`src/rtl/core/bfsa_pkg.sv`:
```
// ---------------------------------------------------------------------------
// bfsa_pkg
// Shared types and result codes of the best-fit segment allocator.
// ---------------------------------------------------------------------------
`default_nettype none

package bfsa_pkg;

    localparam int STATUS_W = 2;

    localparam logic [STATUS_W-1:0] STATUS_OK       = 2'd0;
    localparam logic [STATUS_W-1:0] STATUS_NO_FIT   = 2'd1;
    localparam logic [STATUS_W-1:0] STATUS_FULL     = 2'd2;
    localparam logic [STATUS_W-1:0] STATUS_BAD_REQ  = 2'd3;

    localparam logic REQ_ALLOC   = 1'b0;
    localparam logic REQ_RELEASE = 1'b1;

    // controller to datapath
    typedef struct packed {
        logic init;       // write the single free segment after reset
        logic accept;     // latch the request word, rewind the scan
        logic scan;       // step the table scan
        logic decide;     // settle the result, update the chosen entry
        logic shift;      // step the table shift-up
        logic write_new;  // write the free remainder, bump the count
        logic load_out;   // move the result into the output register
    } cmd_t;

    // datapath to controller
    typedef struct packed {
        logic scan_done;
        logic shift_done;
        logic need_split;
        logic out_free;
    } sts_t;

endpackage

`default_nettype wire

```
`src/rtl/core/bfsa_ctrl.sv`:
```
// ---------------------------------------------------------------------------
// bfsa_ctrl
// Sequencer of the allocator: init, scan, decide, shift, write, deliver.
// ---------------------------------------------------------------------------
`default_nettype none

module bfsa_ctrl
    import bfsa_pkg::*;
(
    input  wire logic clk,
    input  wire logic rst_n,
    input  wire logic in_valid,
    output logic      in_ready,
    input  wire sts_t sts,
    output cmd_t      cmd
);

    localparam logic [2:0] ST_INIT      = 3'd0;
    localparam logic [2:0] ST_IDLE      = 3'd1;
    localparam logic [2:0] ST_SCAN      = 3'd2;
    localparam logic [2:0] ST_DECIDE    = 3'd3;
    localparam logic [2:0] ST_SHIFT     = 3'd4;
    localparam logic [2:0] ST_WRITE_NEW = 3'd5;
    localparam logic [2:0] ST_DONE      = 3'd6;

    logic [2:0] state_reg;
    logic [2:0] state_next;

    always_comb
    begin
        state_next = state_reg;
        cmd        = '0;
        in_ready   = 1'b0;
        unique case (state_reg)
            ST_INIT:
            begin
                cmd.init   = 1'b1;
                state_next = ST_IDLE;
            end
            ST_IDLE:
            begin
                in_ready = 1'b1;
                if (in_valid)
                begin
                    cmd.accept = 1'b1;
                    state_next = ST_SCAN;
                end
            end
            ST_SCAN:
            begin
                cmd.scan = 1'b1;
                if (sts.scan_done)
                begin
                    state_next = ST_DECIDE;
                end
            end
            ST_DECIDE:
            begin
                cmd.decide = 1'b1;
                state_next = sts.need_split ? ST_SHIFT : ST_DONE;
            end
            ST_SHIFT:
            begin
                cmd.shift = 1'b1;
                if (sts.shift_done)
                begin
                    state_next = ST_WRITE_NEW;
                end
            end
            ST_WRITE_NEW:
            begin
                cmd.write_new = 1'b1;
                state_next    = ST_DONE;
            end
            ST_DONE:
            begin
                // hold the result until the output register frees up
                if (sts.out_free)
                begin
                    cmd.load_out = 1'b1;
                    state_next   = ST_IDLE;
                end
            end
            default:
            begin
                state_next = ST_INIT;
            end
        endcase
    end

    always_ff @(posedge clk or negedge rst_n)
    begin
        if (!rst_n)
        begin
            state_reg <= ST_INIT;
        end
        else
        begin
            state_reg <= state_next;
        end
    end

endmodule

`default_nettype wire

```
`src/rtl/core/bfsa_datapath.sv`:
```
// ---------------------------------------------------------------------------
// bfsa_datapath
// Segment memory, scan and best-fit compare, shift-up, result registers.
// ---------------------------------------------------------------------------
`default_nettype none

module bfsa_datapath
    import bfsa_pkg::*;
#(
    parameter int MAX_SEGMENTS = 16,
    parameter int ADDR_BITS    = 16
)
(
    input  wire logic                 clk,
    input  wire logic                 rst_n,
    input  wire logic                 cfg_wr_en,
    input  wire logic [ADDR_BITS:0]   cfg_wr_data,
    input  wire logic                 req_type,
    input  wire logic [ADDR_BITS:0]   req_size,
    input  wire logic [ADDR_BITS-1:0] release_start,
    input  wire cmd_t                 cmd,
    output sts_t                      sts,
    output logic                      out_valid,
    input  wire logic                 out_ready,
    output logic [STATUS_W-1:0]       status,
    output logic [ADDR_BITS-1:0]      alloc_start
);

    localparam int IW = $clog2(MAX_SEGMENTS);
    localparam int CW = $clog2(MAX_SEGMENTS + 1);
    localparam int LW = ADDR_BITS + 1;
    localparam int EW = 2 * ADDR_BITS + 2;

    localparam logic [LW-1:0] SIZE_SPAN  = {1'b1, {ADDR_BITS{1'b0}}};
    localparam logic [LW-1:0] SIZE_RESET = (ADDR_BITS >= 16) ? LW'(65536) : SIZE_SPAN;
    localparam logic [CW-1:0] COUNT_MAX  = CW'(MAX_SEGMENTS);

    // entry layout: {free, length, start}
    logic [EW-1:0]        seg_mem [MAX_SEGMENTS];

    logic [EW-1:0]        rd_data_reg;
    logic [IW-1:0]        rd_idx_reg;
    logic                 rd_vld_reg;
    logic [CW-1:0]        idx_reg;
    logic [CW-1:0]        count_reg;
    logic [LW-1:0]        memsize_reg;
    logic                 req_type_reg;
    logic [LW-1:0]        req_size_reg;
    logic [ADDR_BITS-1:0] rel_reg;
    logic                 found_reg;
    logic [IW-1:0]        best_idx_reg;
    logic [LW-1:0]        best_diff_reg;
    logic [EW-1:0]        best_ent_reg;
    logic [STATUS_W-1:0]  res_status_reg;
    logic [ADDR_BITS-1:0] res_start_reg;
    logic                 out_valid_reg;
    logic [STATUS_W-1:0]  out_status_reg;
    logic [ADDR_BITS-1:0] out_start_reg;

    logic [LW-1:0]        cfg_sat;
    logic [LW-1:0]        init_len;
    logic                 scan_more;
    logic                 shift_more;
    logic [CW-1:0]        best_next;
    logic [CW-1:0]        idx_dec;
    logic                 rd_en;
    logic [IW-1:0]        raddr;
    logic                 mem_we;
    logic [IW-1:0]        waddr;
    logic [EW-1:0]        wdata;

    logic [ADDR_BITS-1:0] ent_start;
    logic [LW-1:0]        ent_len;
    logic                 ent_free;
    logic [LW-1:0]        ent_diff;
    logic                 take;

    logic [ADDR_BITS-1:0] best_start;
    logic [LW-1:0]        best_len;
    logic                 best_free;
    logic [ADDR_BITS-1:0] new_start;
    logic [STATUS_W-1:0]  dec_status;
    logic [ADDR_BITS-1:0] dec_start;
    logic                 dec_write;
    logic [EW-1:0]        dec_wdata;
    logic                 dec_split;

    // saturate a written size into one unit up to the full address span
    always_comb
    begin
        if (cfg_wr_data == '0)
        begin
            cfg_sat = LW'(1);
        end
        else if (cfg_wr_data > SIZE_SPAN)
        begin
            cfg_sat = SIZE_SPAN;
        end
        else
        begin
            cfg_sat = cfg_wr_data;
        end
    end

    assign init_len = cfg_wr_en ? cfg_sat : memsize_reg;

    // scan and shift pointers
    assign scan_more  = idx_reg < count_reg;
    assign best_next  = CW'(best_idx_reg) + CW'(1);
    assign shift_more = idx_reg > best_next;
    assign idx_dec    = idx_reg - CW'(1);

    always_comb
    begin
        rd_en = 1'b0;
        raddr = idx_reg[IW-1:0];
        if (cmd.scan && scan_more)
        begin
            rd_en = 1'b1;
        end
        else if (cmd.shift && shift_more)
        begin
            rd_en = 1'b1;
            raddr = idx_dec[IW-1:0];
        end
    end

    // best-fit compare on the entry just read
    assign ent_start = rd_data_reg[ADDR_BITS-1:0];
    assign ent_len   = rd_data_reg[EW-2:ADDR_BITS];
    assign ent_free  = rd_data_reg[EW-1];
    assign ent_diff  = ent_len - req_size_reg;

    always_comb
    begin
        if (req_type_reg == REQ_RELEASE)
        begin
            take = !found_reg && (ent_start == rel_reg);
        end
        else
        begin
            take = ent_free && (ent_len >= req_size_reg)
                   && (!found_reg || (ent_diff < best_diff_reg));
        end
    end

    // result of the scan
    assign best_start = best_ent_reg[ADDR_BITS-1:0];
    assign best_len   = best_ent_reg[EW-2:ADDR_BITS];
    assign best_free  = best_ent_reg[EW-1];
    assign new_start  = best_start + req_size_reg[ADDR_BITS-1:0];

    always_comb
    begin
        dec_status = STATUS_OK;
        dec_start  = '0;
        dec_write  = 1'b0;
        dec_wdata  = '0;
        dec_split  = 1'b0;
        if (req_type_reg == REQ_RELEASE)
        begin
            if (!found_reg || best_free)
            begin
                dec_status = STATUS_BAD_REQ;
            end
            else
            begin
                dec_start = rel_reg;
                dec_write = 1'b1;
                dec_wdata = {1'b1, best_len, best_start};
            end
        end
        else if (req_size_reg == '0)
        begin
            dec_status = STATUS_BAD_REQ;
        end
        else if (!found_reg)
        begin
            dec_status = STATUS_NO_FIT;
        end
        else if ((best_diff_reg != '0) && (count_reg >= COUNT_MAX))
        begin
            dec_status = STATUS_FULL;
        end
        else
        begin
            dec_start = best_start;
            dec_write = 1'b1;
            dec_wdata = {1'b0, req_size_reg, best_start};
            dec_split = best_diff_reg != '0;
        end
    end

    // single write port of the segment memory
    always_comb
    begin
        mem_we = 1'b0;
        waddr  = '0;
        wdata  = '0;
        if (cfg_wr_en || cmd.init)
        begin
            mem_we = 1'b1;
            wdata  = {1'b1, init_len, {ADDR_BITS{1'b0}}};
        end
        else if (cmd.decide && dec_write)
        begin
            mem_we = 1'b1;
            waddr  = best_idx_reg;
            wdata  = dec_wdata;
        end
        else if (cmd.shift && rd_vld_reg)
        begin
            mem_we = 1'b1;
            waddr  = rd_idx_reg + IW'(1);
            wdata  = rd_data_reg;
        end
        else if (cmd.write_new)
        begin
            mem_we = 1'b1;
            waddr  = best_idx_reg + IW'(1);
            wdata  = {1'b1, best_diff_reg, new_start};
        end
    end

    always_ff @(posedge clk)
    begin
        if (mem_we)
        begin
            seg_mem[waddr] <= wdata;
        end
        if (rd_en)
        begin
            rd_data_reg <= seg_mem[raddr];
            rd_idx_reg  <= raddr;
        end
    end

    // control state
    always_ff @(posedge clk or negedge rst_n)
    begin
        if (!rst_n)
        begin
            rd_vld_reg    <= 1'b0;
            idx_reg       <= '0;
            count_reg     <= CW'(1);
            memsize_reg   <= SIZE_RESET;
            found_reg     <= 1'b0;
            out_valid_reg <= 1'b0;
        end
        else
        begin
            rd_vld_reg <= rd_en;
            if (cmd.accept)
            begin
                idx_reg <= '0;
            end
            else if (rd_en)
            begin
                idx_reg <= cmd.scan ? idx_reg + CW'(1) : idx_dec;
            end
            if (cmd.accept)
            begin
                found_reg <= 1'b0;
            end
            else if (cmd.scan && rd_vld_reg && take)
            begin
                found_reg <= 1'b1;
            end
            if (cfg_wr_en)
            begin
                memsize_reg <= cfg_sat;
            end
            if (cfg_wr_en || cmd.init)
            begin
                count_reg <= CW'(1);
            end
            else if (cmd.write_new)
            begin
                count_reg <= count_reg + CW'(1);
            end
            if (cmd.load_out)
            begin
                out_valid_reg <= 1'b1;
            end
            else if (out_ready)
            begin
                out_valid_reg <= 1'b0;
            end
        end
    end

    // payload
    always_ff @(posedge clk)
    begin
        if (cmd.accept)
        begin
            req_type_reg <= req_type;
            req_size_reg <= req_size;
            rel_reg      <= release_start;
        end
        if (cmd.scan && rd_vld_reg && take)
        begin
            best_idx_reg  <= rd_idx_reg;
            best_diff_reg <= ent_diff;
            best_ent_reg  <= rd_data_reg;
        end
        if (cmd.decide)
        begin
            res_status_reg <= dec_status;
            res_start_reg  <= dec_start;
        end
        if (cmd.load_out)
        begin
            out_status_reg <= res_status_reg;
            out_start_reg  <= res_start_reg;
        end
    end

    assign sts.scan_done  = !scan_more && !rd_vld_reg;
    assign sts.shift_done = !shift_more && !rd_vld_reg;
    assign sts.need_split = dec_split;
    assign sts.out_free   = !out_valid_reg || out_ready;

    assign out_valid   = out_valid_reg;
    assign status      = out_status_reg;
    assign alloc_start = out_start_reg;

endmodule

`default_nettype wire

```
`src/rtl/core/best_fit_segment_allocator.sv`:
```
// ---------------------------------------------------------------------------
// best_fit_segment_allocator
// Best-fit allocator over an address-ordered table of memory segments.
// ---------------------------------------------------------------------------
// The block keeps up to MAX_SEGMENTS segments (start, length, free flag) that
// tile [0, memory_size). An allocate word scans every free segment that fits,
// takes the one with the smallest leftover (lowest address on a tie), marks
// it allocated and inserts the remainder after it as a new free segment. A
// release word marks the segment that starts at release_start free, without
// merging neighbors. One result word comes back per request word: status 0 ok,
// 1 no fitting free segment, 2 table full, 3 zero size or start not found or
// already free; alloc_start carries the allocated start, the echoed release
// start, or 0 on failure. Writing cfg_wr_data resets the table to one free
// segment of that size, saturated into 1 .. 2^ADDR_BITS; do so only while no
// request is in flight. After reset the block writes the initial segment in
// its init state before it raises in_ready. Items are handled one at a time:
// each request scans every table entry and is then decided; an allocate
// that splits a segment also shifts the entries after the chosen one up by
// one and writes the free remainder; the result is then delivered.
// The pace of the scan and the shift-up is set by the single read port of the
// segment memory, which they walk one entry a cycle.
// The result waits in an output register, so a new word is taken while an
// earlier result is still unclaimed.
// ---------------------------------------------------------------------------
`default_nettype none

module best_fit_segment_allocator
    import bfsa_pkg::*;
#(
    parameter int MAX_SEGMENTS = 16,
    parameter int ADDR_BITS    = 16
)
(
    input  wire logic                 clk,
    input  wire logic                 rst_n,
    // configuration
    input  wire logic                 cfg_wr_en,
    input  wire logic [ADDR_BITS:0]   cfg_wr_data,
    // request channel
    input  wire logic                 in_valid,
    output logic                      in_ready,
    input  wire logic                 req_type,
    input  wire logic [ADDR_BITS:0]   req_size,
    input  wire logic [ADDR_BITS-1:0] release_start,
    // result channel
    output logic                      out_valid,
    input  wire logic                 out_ready,
    output logic [STATUS_W-1:0]       status,
    output logic [ADDR_BITS-1:0]      alloc_start
);

    cmd_t cmd;
    sts_t sts;

    // sequencer: walks the table through scan, decide and shift steps
    bfsa_ctrl u_ctrl
    (
        .clk      (clk),
        .rst_n    (rst_n),
        .in_valid (in_valid),
        .in_ready (in_ready),
        .sts      (sts),
        .cmd      (cmd)
    );

    // segment memory, best-fit compare and result registers
    bfsa_datapath
    #(
        .MAX_SEGMENTS (MAX_SEGMENTS),
        .ADDR_BITS    (ADDR_BITS)
    )
    u_datapath
    (
        .clk           (clk),
        .rst_n         (rst_n),
        .cfg_wr_en     (cfg_wr_en),
        .cfg_wr_data   (cfg_wr_data),
        .req_type      (req_type),
        .req_size      (req_size),
        .release_start (release_start),
        .cmd           (cmd),
        .sts           (sts),
        .out_valid     (out_valid),
        .out_ready     (out_ready),
        .status        (status),
        .alloc_start   (alloc_start)
    );

endmodule

`default_nettype wire

```
`config.mk`:
```
export PLATFORM = sky130hd
export DESIGN_NAME = best_fit_segment_allocator
export DESIGN_NICKNAME = d
export VERILOG_FILES = /design/src/rtl/core/bfsa_pkg.sv /design/src/rtl/core/bfsa_ctrl.sv /design/src/rtl/core/bfsa_datapath.sv /design/src/rtl/core/best_fit_segment_allocator.sv
export SDC_FILE = /design/constraint.sdc
export NUM_CORES = 1
export LEC_CHECK = 0
export BUFFER_PORTS_ARGS = -buffer_cell sky130_fd_sc_hd__buf_2
export CAP_MARGIN = 20
export CORE_MARGIN = 3
export CORE_UTILIZATION = 60
export CTS_BUF_LIST = sky130_fd_sc_hd__clkbuf_8
export DETAILED_ROUTE_END_ITERATION = 10
export GPL_TIMING_DRIVEN = 0
export PLACE_DENSITY_LB_ADDON = 0.05
export RECOVER_POWER = 100
export SYNTH_ARGS = -nofsm -noshare
export SYNTH_HDL_FRONTEND = slang
export SYNTH_SLANG_ARGS = --single-unit
```
`constraint.sdc`:
```
create_clock -name clk -period 10.3 [get_ports clk]
set_input_delay 1.03 -clock clk [delete_from_list [all_inputs] [get_ports clk]]
set_output_delay 1.03 -clock clk [all_outputs]
set_load 0.1 [all_outputs]
```
Word level (Yosys, flattened, before mapping)

Memory sizes are Yosys's and may differ from the RTL's. A register that Yosys moved wholly into a read port is not among the register bits.
Index checks and enable logic that the tools add are counted.

Word-level logic and storage cells: 145
RAM bits: 544
Input bits: 56
Register bits after elaboration: 162
Memories: 1
Output and inout port bits: 20
Bits in latches: 0
Bits in read-only memories: 0

Divide/modulo/power cells: 0
Mux-type cells: 71
Add/sub/neg operators: 8
Bitwise operators: 0
Reduce and logical (&&, ||, !) cells: 30
$lt $le $gt $ge: 6
Equal/unequal tests: 11
$mul: 0
Shift operators: 0

Memory list:

| name               | words | bits a word | rd ports | clocked after Yosys merged registers in | write ports | RTL line            | RTL |
|---|---|---|---|---|---|---|---|
| u_datapath.seg_mem | 16    | 34          | 1        | 1                                       | 1           | bfsa_datapath.sv:39 | `logic [EW-1:0] seg_mem [MAX_SEGMENTS];` |

Operators by type and width:

| cell                                         | number |
|---|---|
| two-way mux 34 bit                           | 8 |
| two-way mux 16 bit                           | 5 |
| two-way mux 17 bit                           | 3 |
| zero test 17 bit                             | 2 |
| two-way mux 33 bit                           | 1 |
| two-way mux 1 bit                            | 32 |
| two-way mux 5 bit                            | 5 |
| two-way mux 4 bit                            | 6 |
| case mux 3 bit (7 select lines)              | 1 |
| >= comparator 17 bit                         | 1 |
| > comparator 17 bit, second input constant   | 1 |
| < comparator 17 bit                          | 1 |
| nonzero test 17 bit                          | 1 |
| subtractor 17 bit                            | 1 |
| adder 16 bit                                 | 1 |
| equality test 16 bit                         | 1 |
| logical AND 1 bit                            | 12 |
| two-way mux 2 bit                            | 6 |
| two-way mux 3 bit                            | 4 |
| adder 5 x 1 -> 5 bit, second input constant  | 2 |
| equality test 3 bit, second input constant   | 3 |
| adder 4 x 1 -> 4 bit, second input constant  | 2 |
| inequality test 2 bit, second input constant | 4 |
| nonzero test 2 bit                           | 4 |
| other kinds (11)                             | 19 |

Depth between registers and ports, before layout

Gate-level depths: netlist of the first run.

Depth in word-level cells: 11
Gate-level depth with buffers: 16
Mapped depth without buffers: 16

Cells and area by module

Synthesis of the first run repeated with hierarchy kept, for this count alone.

Cell total of the unflattened synthesis: 2475
Area total of the unflattened synthesis: 33618.5 µm²

Modules (own cells, without submodules):

| module        | cells each | area each (µm²) | times used | sequential area each (µm²) |
|---|---|---|---|---|
| bfsa_datapath | 2449       | 33382.0         | 1          | 21983.6 |
| bfsa_ctrl     | 26         | 236.5           | 1          | 75.1 |

Worst setup path after synthesis of the first run

OpenSTA, ideal clock, no wires.

Kind: register to register
Start: register u_datapath.req_size_reg[2]
End: register u_datapath.best_diff_reg[0] (enable)
Path slack: 2695 ps
Cell stages (with the launch flop): 16
Path buffers: 0
Setup time: 549 ps
Clock period less this slack: 7605 ps
Data arrival time: 7056 ps
Data required time: 9751 ps
Cells stage by stage: edfxtp_1 > inv_1 > ha_1 > nor2b_1 > o31a_1 > o211ai_1 > a21oi_1 > o31ai_1 > nand4b_1 > o211ai_1 > ha_1 > a21o_1 > a21o_1 > a21oi_1 > o211ai_1 > o31ai_1

Word-level cells in the longest chain between the ends: 6
Elaborated cells on any way between the ends: 8
Those cells by class: add/sub: 1; order compare: 2; mux: 1; reduce/logical: 4

RTL lines:

| item                              | RTL line             | RTL |
|---|---|---|
| from (decl)                       | bfsa_datapath.sv:48  | `logic [LW-1:0] req_size_reg;` |
| from (signal assigned)            | bfsa_datapath.sv:298 | `req_size_reg <= req_size;` |
| subtractor 17 bit                 | bfsa_datapath.sv:132 | `assign ent_diff = ent_len - req_size_reg;` |
| named net u_datapath.ent_diff[14] | bfsa_datapath.sv:75  | `logic [LW-1:0] ent_diff;` |
| < comparator 17 bit               | bfsa_datapath.sv:143 | `&& (!found_reg \|\| (ent_diff < best_diff_reg));` |
| logical OR 1 bit                  | bfsa_datapath.sv:143 |  |
| logical AND 1 bit                 | bfsa_datapath.sv:143 |  |
| two-way mux 1 bit                 | bfsa_datapath.sv:136 | `if (req_type_reg == REQ_RELEASE)` |
| logical AND 1 bit                 | bfsa_datapath.sv:301 | `if (cmd.scan && rd_vld_reg && take)` |
| to (signal assigned)              | bfsa_datapath.sv:304 | `best_diff_reg <= ent_diff;` |
| to (decl)                         | bfsa_datapath.sv:52  | `logic [LW-1:0] best_diff_reg;` |

The timed path passes the listed nets, and every way through them passes these cells.
A chain may end at the register's enable or synchronous reset.

Final worst setup path of the first run

Start: register u_datapath.req_size_reg[2]
End: register u_datapath.best_ent_reg[7] (enable)

Word-level cells in the longest chain between the ends: 6
Elaborated cells on any way between the ends: 8
Those cells by class: add/sub: 1; order compare: 2; mux: 1; reduce/logical: 4

RTL lines:

| item                              | RTL line             | RTL |
|---|---|---|
| subtractor 17 bit                 | bfsa_datapath.sv:132 |  |
| named net u_datapath.ent_diff[14] | bfsa_datapath.sv:75  |  |
| < comparator 17 bit               | bfsa_datapath.sv:143 |  |
| logical OR 1 bit                  | bfsa_datapath.sv:143 |  |
| logical AND 1 bit                 | bfsa_datapath.sv:143 |  |
| two-way mux 1 bit                 | bfsa_datapath.sv:136 |  |
| logical AND 1 bit                 | bfsa_datapath.sv:301 |  |
| to (signal assigned)              | bfsa_datapath.sv:305 | `best_ent_reg <= rd_data_reg;` |
| to (decl)                         | bfsa_datapath.sv:53  | `logic [EW-1:0] best_ent_reg;` |

The timed path passes the listed nets, and every way through them passes these cells.

==> results of run 1 <==
-- routing by layer --
layer | global-route usage (%) | part of all wire, %
met5 | 0 | 0.015
met1 | 42.7 | 40
met4 | 12.3 | 4.4
met3 | 6.30 | 9.1
met2 | 47.3 | 46
-- report_power, final --
group          total (mW)  internal [mW]  switching (mW)  leakage, nW
clock network        2.17           1.06            1.12         1.19
registers            4.04           3.85           0.186         6.94
logic                3.27           1.06            2.21         3.91
-- path summary, 6_finish.rpt --
kind	end	slack [ns]
hold reg to reg	u_datapath.alloc_start[4]	0.42
max in group asynchronous	u_datapath.memsize_reg[15]	8.08
hold / removal	u_datapath.alloc_start[4]	0.42
setup reg to reg	u_datapath.best_ent_reg[7]	3.44
min in group asynchronous	u_datapath.out_valid	0.96
setup / recovery	u_datapath.best_ent_reg[7]	3.44
-- cells in the mapped netlist, types with 5 or more instances --
cell	n	area, sq um
edfxtp_1	707	21200
a21oi_1	203	1020
o22ai_1	133	832
inv_1	101	379
clkbuf_1	84	315
nand2_1	80	300
nor2_1	64	240
ha_1	62	776
nor3_1	49	245
o21ai_0	47	235
a2bb2oi_1	38	333
nor4_1	34	213
a22oi_1	32	240
dfrtp_1	31	776
xnor2_1	31	272
mux2_2	29	327
mux2i_1	27	270
nand3_1	26	130
a2111oi_0	22	193
xor2_1	21	184
o311ai_1	20	175
a21o_1	19	143
buf_2	19	95.1
a22o_1	17	149
a221o_1	15	150
nand4_1	15	93.8
o211a_1	13	130
o221ai_1	13	114
buf_4	12	90.1
or4_1	12	90.1
mux2_4	10	150
nor2b_1	10	62.6
a31oi_1	8	50.1
and2_1	8	50.1
o21a_1	8	60.1
o21bai_1	7	52.6
or3_1	7	43.8
a222oi_1	6	60.1
mux4_2	6	135
nand2b_1	5	31.3
nand3b_1	5	37.5
or2_2	5	31.3
-- cell type report --
cell class / count / area [sq um] / area share (%)
inverters: 102 / 383 / 1.10
repair buffers: 126 / 546 / 1.57
clock inverters: 84 / 393 / 1.13
clock buffers: 117 / 1610 / 4.64
plain buffers: 123 / 554 / 1.60
flip-flops and latches: 740 / 22100 / 63.5
multi-input cells: 1183 / 8320 / 24.0
diodes: 2 / 5.00 / 0.0144
well taps: 680 / 851 / 2.45
-- worst max-delay path, cell delays in order, from the launching register on --
cell and delay [ns]:
edfxtp_1 0.50, inv_1 0.08, ha_1 0.35, nor2b_1 0.16
o31a_1 0.27, o211ai_1 0.25, a21oi_1 0.14, o31ai_1 0.61
nand4b_1 0.19, o211ai_1 0.18, ha_1 0.30, a21o_1 0.18
a21o_1 0.17, a21oi_1 0.35, o211ai_1 0.15, o31ai_1 1.63
clkbuf_1 0.95
-- logic make-up (layout without fill, tap and decap cells) --
family | Yosys count | count (layout) | share of synthesized area, %
DFF | 740 | 740 | 70.3
AOI/OAI and AO/OA | 659 | 659 | 14.3
and+or+nand+nor | 334 | 334 | 5.48
buffers and inverters | 225 | 552 | 3.01
muxes | 72 | 72 | 2.81
adders and majority gates | 65 | 65 | 2.63
xor gates and xnor gates | 53 | 53 | 1.50
other | 0 | 2 | 0
-- metrics by stage --
step                std cells  setup WS, ns  utilization (%)
finish                   3157          3.44             67.4
global route             3157          3.00             67.4
CTS                      3146          5.00             68.6
detailed placement       2945          5.00             64.7
global placement         2903        -0.427             63.3
floorplan                2148          2.69                -
==> impl_metrics.yaml, run 1 <==
placed_design:
  placed_cell_area_sq_um: 33300
  place_congestion: 0.929
  io_buffers: 75
  hpwl_microns: 60300
grt:
  grt_overflow: 0
  antenna_found_initial: 4
  grt_first_pass_wirelength_microns: 126000
  gr-usage-all-layers_pct: 30.4
  grt_max_degree: 40
  grt_pass1_vias: 20100
logic_synthesis:
  synth_seq_cells: 740
  netlist_area_sq_um: 31400
  yosys_most_used_dff: "edfxtp_1"
  synth_fp_nets: 2268
  synthCells: 2148
  synth_edf_count: 707
  ys_warn_count: 0
  synth_cell_types: 85
  post_synth.cell_area_avg_sq_um: 14.6
  synthArstFlopShare_pct: 4.46
  ys_seq_area_share_pct: 70.3
timing:
  rsz0062_at_grt: "no"
  fmax_mhz: 146
  whs_ns: 0.418
  finalMaxSlewViolations: 602
  tns_ns: 0
  slew-limit-headroom_pct: -45.8
  fin_crit_sh_pct: 66.6
  tightest_slew_ns: 2.19
  min_period_ns: 6.86
  hold_violations: 0
  setup_viol: 0
  final.setup_skew_ns: 0.0513
floorplan:
  core_sq_um: 51500
  fp.dieW_microns: 235
  initial_core_util_pct: 60.9
  floorplan.rows: 83
  num_io_pins: 76
  fp.dieArea_sq_um: 55100
  fp.dieH_microns: 235
drt:
  wire_per_inst_microns: 27.1
  drc_errors: 0
  vias: 20500
  ant_nets: 0
  viasPerCell: 6.51
  wirelength_microns: 85500
  firstDrtPassIters: 7
  drt_iter0_drc: 2028
setup_path:
  crit_fanout: 17
  cp-start-kind: "flop"
  r2r_start: "u_datapath.req_size_reg[2]"
  worstPathArrival_ns: 7.18
  required_ns: 10.63
  crit_start: "u_datapath.req_size_reg[2]"
  endpoint_kind: "flop"
  r2r_cells: 16
  critical_path_class: "flop to flop"
hold_path:
  hp-start: "u_datapath.res_start_reg[4]"
  hold_class: "flop to flop"
  whs_path_depth: 0
clocking:
  clock_latency_ns: 0.76
  cts-hold-fix-buffers: 0
  postCtsSetupBuffers: 0
  post_cts_resize_count: 0
  cts.clk_slew.worst_paths_ns: 0.06
  clkSinkCount: 740
  clockBufferDepth: 3
  root_buffer: "clkbuf_8"
  numCtsBuffers: 112
  tritoncts: "done"
  htree_levels: 3
layout:
  drive_gt1_share_pct: 11.3
  num-fill-cells: 3782
  final_cell_mix: "edfxtp_1 (707), a21oi_1 (203), clkbuf_1 (163)"
  largest_reg_flops: 544
  layout_commonest_cell: "edfxtp_1"
  area_delta_synth_final_pct: 10.7
  final_area_sq_um: 34700
  fin_nets: 2508
power:
  total_power_mw: 9.48
  ir_worst_vdd_uv: 153
  power.leakage_nw: 12.0
  power.density_nw_per_um2: 273
outcome:
  violations: "max-capacitance violations, max-slew violations"
  status: "finished, violations left"
run:
  cap_violations: 29
Power figures use the tool's default switching activity.
==> run 2, diff against run 1 <==
Settings changed: CORE_UTILIZATION 60 to 59.
Clock period 10.3 ns to 6.1 ns, I/O delays scaled along.
==> run 2 against run 1 <==
Compared with the run above: the flow still finishes with violations (max-capacitance violations, max-slew violations); final cell count about the same; routed wire length is 2.6% higher; count of clock-buffer cells in the layout is 3 higher; cell area grew 1.1%; via count grew 1.4%; flip-flop and latch count unchanged; maximum frequency increased by 26%; critical path type unchanged; critical endpoint is now u_datapath.rd_data_reg[24].
==> impl_metrics.yaml, run 2 (same netlist as run 1, synthesis figures left out) <==
hold_path:
  min_to: "u_datapath.req_size_reg[16]"
  hp-start: "req_size[16]"
  hold_class: "input port to flop"
  whs_path_depth: 1
floorplan:
  core_sq_um: 51900
  fp.dieH_microns: 237
  floorplan.rows: 83
  fp.dieW_microns: 237
  initial_core_util_pct: 60.4
  fp.dieArea_sq_um: 56000
  num_io_pins: 76
grt:
  grt-busiest-layer: "met2"
  met1_usage_pct: 42.8
  grt_max_degree: 40
  grt_pass1_vias: 20700
  grt_overflow: 0
  gr-usage-met3_pct: 7.20
  gr-usage-all-layers_pct: 31.0
  grt_first_pass_wirelength_microns: 129000
  gr-usage-met2_pct: 48.0
  antenna_found_initial: 4
clocking:
  clockBufferDepth: 3
  root_buffer: "clkbuf_8"
  numCtsBuffers: 115
  tritoncts: "done"
  clkSinkCount: 740
  htree_levels: 3
  clock_latency_ns: 0.75
  cts.clk_slew.worst_paths_ns: 0.06
drt:
  drt_iter0_drc: 2195
  viasPerCell: 6.59
  firstDrtPassIters: 6
  ant_nets: 0
  drc_errors: 0
  vias: 20800
  wirelength_microns: 87700
  wire_per_inst_microns: 27.7
timing:
  rsz0062_at_grt: "no"
  finalMaxSlewViolations: 373
  min_period_ns: 5.46
  final.setup_skew_ns: 0.0456
  tightest_slew_ns: 2.23
  setup_viol: 0
  slew-limit-headroom_pct: -48.6
  fmax_mhz: 183
  hold_violations: 0
  fin_crit_sh_pct: 89.5
  setup_ws_ns: 0.637
setup_path:
  worstPathArrival_ns: 5.86
  r2r_cells: 10
  required_ns: 6.50
  critical_path_class: "flop to flop"
  endpoint_kind: "flop"
  r2r-end: "u_datapath.rd_data_reg[24]"
  cp-start-kind: "flop"
  crit_fanout: 10
  rrSetupSlack_ns: 0.64
  r2r_start: "u_datapath.best_idx_reg[0]"
layout:
  multi_input_area_sq_um: 8350
  post-route-util_pct: 67.6
  instances_no_fill: 3160
  area_delta_synth_final_pct: 11.9
  num-fill-cells: 3672
  register_area_sq_um: 22100
  final_cell_mix: "edfxtp_1 (707), a21oi_1 (203), clkbuf_1 (144)"
  final_area_sq_um: 35100
  drive_gt1_share_pct: 12.5
  layout_commonest_cell: "edfxtp_1"
  fin_nets: 2509
  largest_reg_flops: 544
placed_design:
  post-place-ws_ns: 1.08
  place_congestion: 0.942
  hpwl_microns: 60300
  placed_cell_area_sq_um: 33400
  io_buffers: 75
  dp_cells: 2945
power:
  ir_worst_vdd_uv: 345
  seqPwrFrac_pct: 41.8
  power_frac_comb_pct: 34.3
  internal_power_mw: 10.3
  switchingPower_mw: 6.01
  p_clk_share_pct: 23.8
  power.density_nw_per_um2: 464
  total_power_mw: 16.3
  power.leakage_nw: 12.2
  netSwitchingFraction_pct: 36.9
run:
  cap_violations: 20
outcome:
  status: "finished, violations left"
  violations: "max-capacitance violations, max-slew violations"
==> run 2: changes by cell type in the layout (fill, tap and decap cells not counted), moves of 2 or more <==
cell       delta
clkinv_1      +4
buf_8         +2
clkinv_2      +5
o311ai_0      -2
buf_12        +8
buf_16        +3
inv_1         -9
clkbuf_2      +3
inv_8         +2
o311ai_1      +2
bufinv_16     +3
clkbuf_1     -19
clkbuf_8      +3
==> run 2: area by class of cell <==
class / count / share of cell area, %
repair buffers: 124 / 2.20
clock buffers: 120 / 4.71
clock inverters: 87 / 1.36
inverters: 102 / 1.09
multi-input cells: 1183 / 23.8
flip-flops and latches: 740 / 62.8
diodes: 1 / 0.00713
plain buffers: 123 / 1.58
well taps: 680 / 2.42
==> run 2: critical path, stage by stage (launching register included) <==
cell and delay [ns]:
edfxtp_1 0.50, ha_1 0.31, xnor2_1 0.15, ha_1 0.35, nand4_4 0.15, o21ai_0 1.21
nor3_1 0.15, a211oi_2 1.01, buf_2 0.54, nor3_1 0.14, or4_1 0.63
==> run 2: metrics by stage <==
stage	hold slack, ns	setup TNS [ns]
2_1_floorplan	0.314	0
3_3_place_gp	0.400	-127.54
3_5_place_dp	0.406	0
4_1_cts	0.0226	0
5_1_grt	0.0366	0
6_report	0.0696	0
==> run 2: timing repair <==
item	in CTS	in global routing
hold buffers	1	0
endpoints found under the hold margin	7	0
setup endpoints to repair	0	0
buffers inserted	0	0
gates resized for setup	0	0
==> run 2: how the worst max path moves through the flow <==
stage,from,endpoint,cells past startpoint
4_1_cts,u_datapath.req_size_reg[2],u_datapath.best_ent_reg[8],17
3_3_place_gp,u_datapath.req_size_reg[2],u_datapath.best_ent_reg[10],15
5_1_grt,u_datapath.best_idx_reg[0],u_datapath.rd_data_reg[24],11
6_report,u_datapath.best_idx_reg[0],u_datapath.rd_data_reg[24],10
3_5_place_dp,u_datapath.req_size_reg[2],u_datapath.best_ent_reg[10],17
2_1_floorplan,u_datapath.req_size_reg[2],u_datapath.best_diff_reg[0],15
==> run 2: routing by layer <==
layer | up-vias | share of wire, %
met4 | 4 | 4.5
met3 | 224 | 11
li1 | 9074 | -
met1 | 10200 | 39
met5 | - | 0.031
met2 | 1295 | 46
==> run 2: power by group through the flow <==
stage | Sequential [mW] | Combinational (mW) | Clock (mW)
final | 6.81 | 5.59 | 3.88
after global routing | 6.84 | 5.96 | 4.16
after CTS | 6.79 | 5.59 | 3.94
after detailed placement | 6.89 | 5.57 | 0
after global placement | 6.91 | 5.31 | 0
after floorplan | 6.95 | 3.46 | 0
==> run 3, diff against run 2 <==
Settings changed: CTS_CLUSTER_DIAMETER from default to 200.
Clock period 6.1 ns to 4.6 ns, I/O delays scaled along.
==> run 3 against run 2 <==
Compared with the run above: the flow finishes with violations (max-capacitance violations, max-slew violations, negative setup slack); combinational power up 38%; final cell count up 1.8%; critical path depth up 2; die area unchanged; non-clock buffer count up 55; sequential share of layout area down 1.9 points; sequential power up 33%; power up 35%; clock skew up 0.0091 ns; critical path type unchanged; critical endpoint is now u_datapath.rd_data_reg[7].
==> impl_metrics.yaml, run 3 (same netlist as run 1, synthesis figures left out) <==
floorplan:
  initial_core_util_pct: 60.4
  fp.dieArea_sq_um: 56000
  fp.dieH_microns: 237
  fp.dieW_microns: 237
  floorplan.rows: 83
  core_sq_um: 51900
  num_io_pins: 76
power:
  power.leakage_nw: 12.6
  power.density_nw_per_um2: 609
  ir_worst_vdd_uv: 403
timing:
  hold_violations: 0
  whs_ns: 0.0668
  finalMaxSlewViolations: 73
  fmax_mhz: 217
  slew-limit-headroom_pct: -47.2
  setup_ws_ns: -0.00503
  final.setup_skew_ns: 0.0548
  min_period_ns: 4.61
  rsz0062_at_grt: "yes"
  setup_viol: 1
  fin_crit_sh_pct: 100
  tightest_slew_ns: 2.21
placed_design:
  place_congestion: 0.943
  post-place-ws_ns: -0.501
  hpwl_microns: 60400
  io_buffers: 75
clocking:
  numCtsBuffers: 114
  htree_levels: 3
  cts.clk_slew.worst_paths_ns: 0.06
  clock_latency_ns: 0.77
  clockBufferDepth: 3
  tritoncts: "done"
  root_buffer: "clkbuf_8"
  clkSinkCount: 740
setup_path:
  endpoint_kind: "flop"
  crit_fanout: 10
  r2r-end: "u_datapath.rd_data_reg[7]"
  worstPathArrival_ns: 5.08
  cp-start-kind: "flop"
  r2r_start: "u_datapath.best_idx_reg[0]"
  r2r_cells: 12
  required_ns: 5.07
  critical_path_class: "flop to flop"
  rrSetupSlack_ns: -0.005
hold_path:
  hp-start: "cfg_wr_data[2]"
  min_to: "u_datapath.memsize_reg[2]"
  hold_class: "input port to flop"
  whs_path_depth: 3
grt:
  grt_pass1_vias: 20600
  antenna_found_initial: 2
  gr-usage-all-layers_pct: 30.9
  grt_first_pass_wirelength_microns: 129000
  grt_max_degree: 40
  grt_overflow: 0
layout:
  largest_reg_flops: 544
  layout_commonest_cell: "edfxtp_1"
  register_area_sq_um: 22100
  drive_gt1_share_pct: 15.5
  num-fill-cells: 3599
  fin_nets: 2563
  area_delta_synth_final_pct: 15.4
  final_cell_mix: "edfxtp_1 (707), a21oi_1 (201), inv_1 (137)"
  multi_input_area_sq_um: 8660
  post-route-util_pct: 69.7
drt:
  drc_errors: 0
  wirelength_microns: 87700
  firstDrtPassIters: 7
  drt_iter0_drc: 2169
  viasPerCell: 6.48
  vias: 20800
  wire_per_inst_microns: 27.3
  ant_nets: 0
run:
  cap_violations: 2
outcome:
  violations: "max-capacitance violations, max-slew violations, negative setup slack"
  status: "finished, violations left"
[run 3: cell count changes in the layout (fill, tap and decap cells not counted), moves of 5 or more]
| cell | change |
|---|---|
| dlygate4sd3_1 | +45 |
| clkbuf_1 | -36 |
| buf_4 | +29 |
| o311ai_0 | -17 |
| o311ai_1 | +17 |
| nor2_1 | -16 |
| nor2_4 | +16 |
| a2111oi_0 | -10 |
| a2111oi_1 | +9 |
| buf_12 | +8 |
| buf_6 | +6 |
| a2bb2oi_1 | -5 |
| a2bb2oi_2 | +5 |
[run 3: worst max path at each step]
stage	cells past startpoint	to	start
2_1_floorplan	15	u_datapath.best_diff_reg[0]	u_datapath.req_size_reg[0]
3_3_place_gp	8	u_datapath.seg_mem[4][9]	u_datapath.best_diff_reg[7]
3_5_place_dp	18	u_datapath.best_ent_reg[28]	u_datapath.rd_data_reg[16]
4_1_cts	12	u_datapath.rd_data_reg[17]	u_datapath.best_idx_reg[0]
5_1_grt	12	u_datapath.rd_data_reg[17]	u_datapath.best_idx_reg[0]
6_report	12	u_datapath.rd_data_reg[7]	u_datapath.best_idx_reg[0]
[run 3: report_power, final]
part	internal [mW]	leakage (nW)	switching [mW]
registers	8.61	6.94	0.422
clock network	2.69	1.25	2.59
logic	2.62	4.46	5.12
total	13.9	12.6	8.13
[run 3: through the flow]
stage | setup TNS (ns) | instance area (sq um) | std cells | power, mW
after floorplan | -7.35 | 31400 | 2148 | 13.8
after global placement | -805.47 | 32600 | 2903 | 16.2
after detailed placement | -17.73 | 33400 | 2943 | 16.5
after CTS | 0 | 36000 | 3199 | 21.8
after global routing | -0.377 | 36200 | 3214 | 23.0
final | -0.00503 | 36200 | 3216 | 22.0
[run 3: what timing repair did]
| action | CTS | global route |
|---|---|---|
| buffers inserted | 3 | 10 |
| gates resized for setup | 1 | 25 |
| hold endpoints to repair | 76 | 0 |
| cloned | 0 | 0 |
| pin swaps | 1 | 6 |
| hold buffers | 46 | 0 |
| setup endpoints to repair | 55 | 80 |
[run 3: layer usage]
metal  vias up  routed length, microns  global-route usage (%)
met5         -                      13                       0
li1       9200                       -                       -
met2      1129                   40800                    48.2
met4         2                    3720                    14.1
met1     10300                   34700                    42.7
met3       197                    8400                    6.02
[run 3: worst max-delay path: stages, from the launching register on]
cell	delay, ns
edfxtp_1	0.50
ha_1	0.32
xnor2_1	0.15
ha_1	0.35
nand4_4	0.18
o221a_2	0.34
buf_2	0.22
o211ai_2	0.40
nand2_1	0.30
clkbuf_1	0.35
a2111oi_0	0.82
a22oi_1	0.21
o311ai_1	0.21
[run 3: final cells by class]
cell class	instances	area share, %
antenna	2	0.0138
timing repair buffer	179	4.16
buffer	123	1.55
clock buffer	122	4.64
clock inverter	85	1.39
sequential	740	60.9
inverter	102	1.06
multi-input combinational	1183	23.9
tap	680	2.35
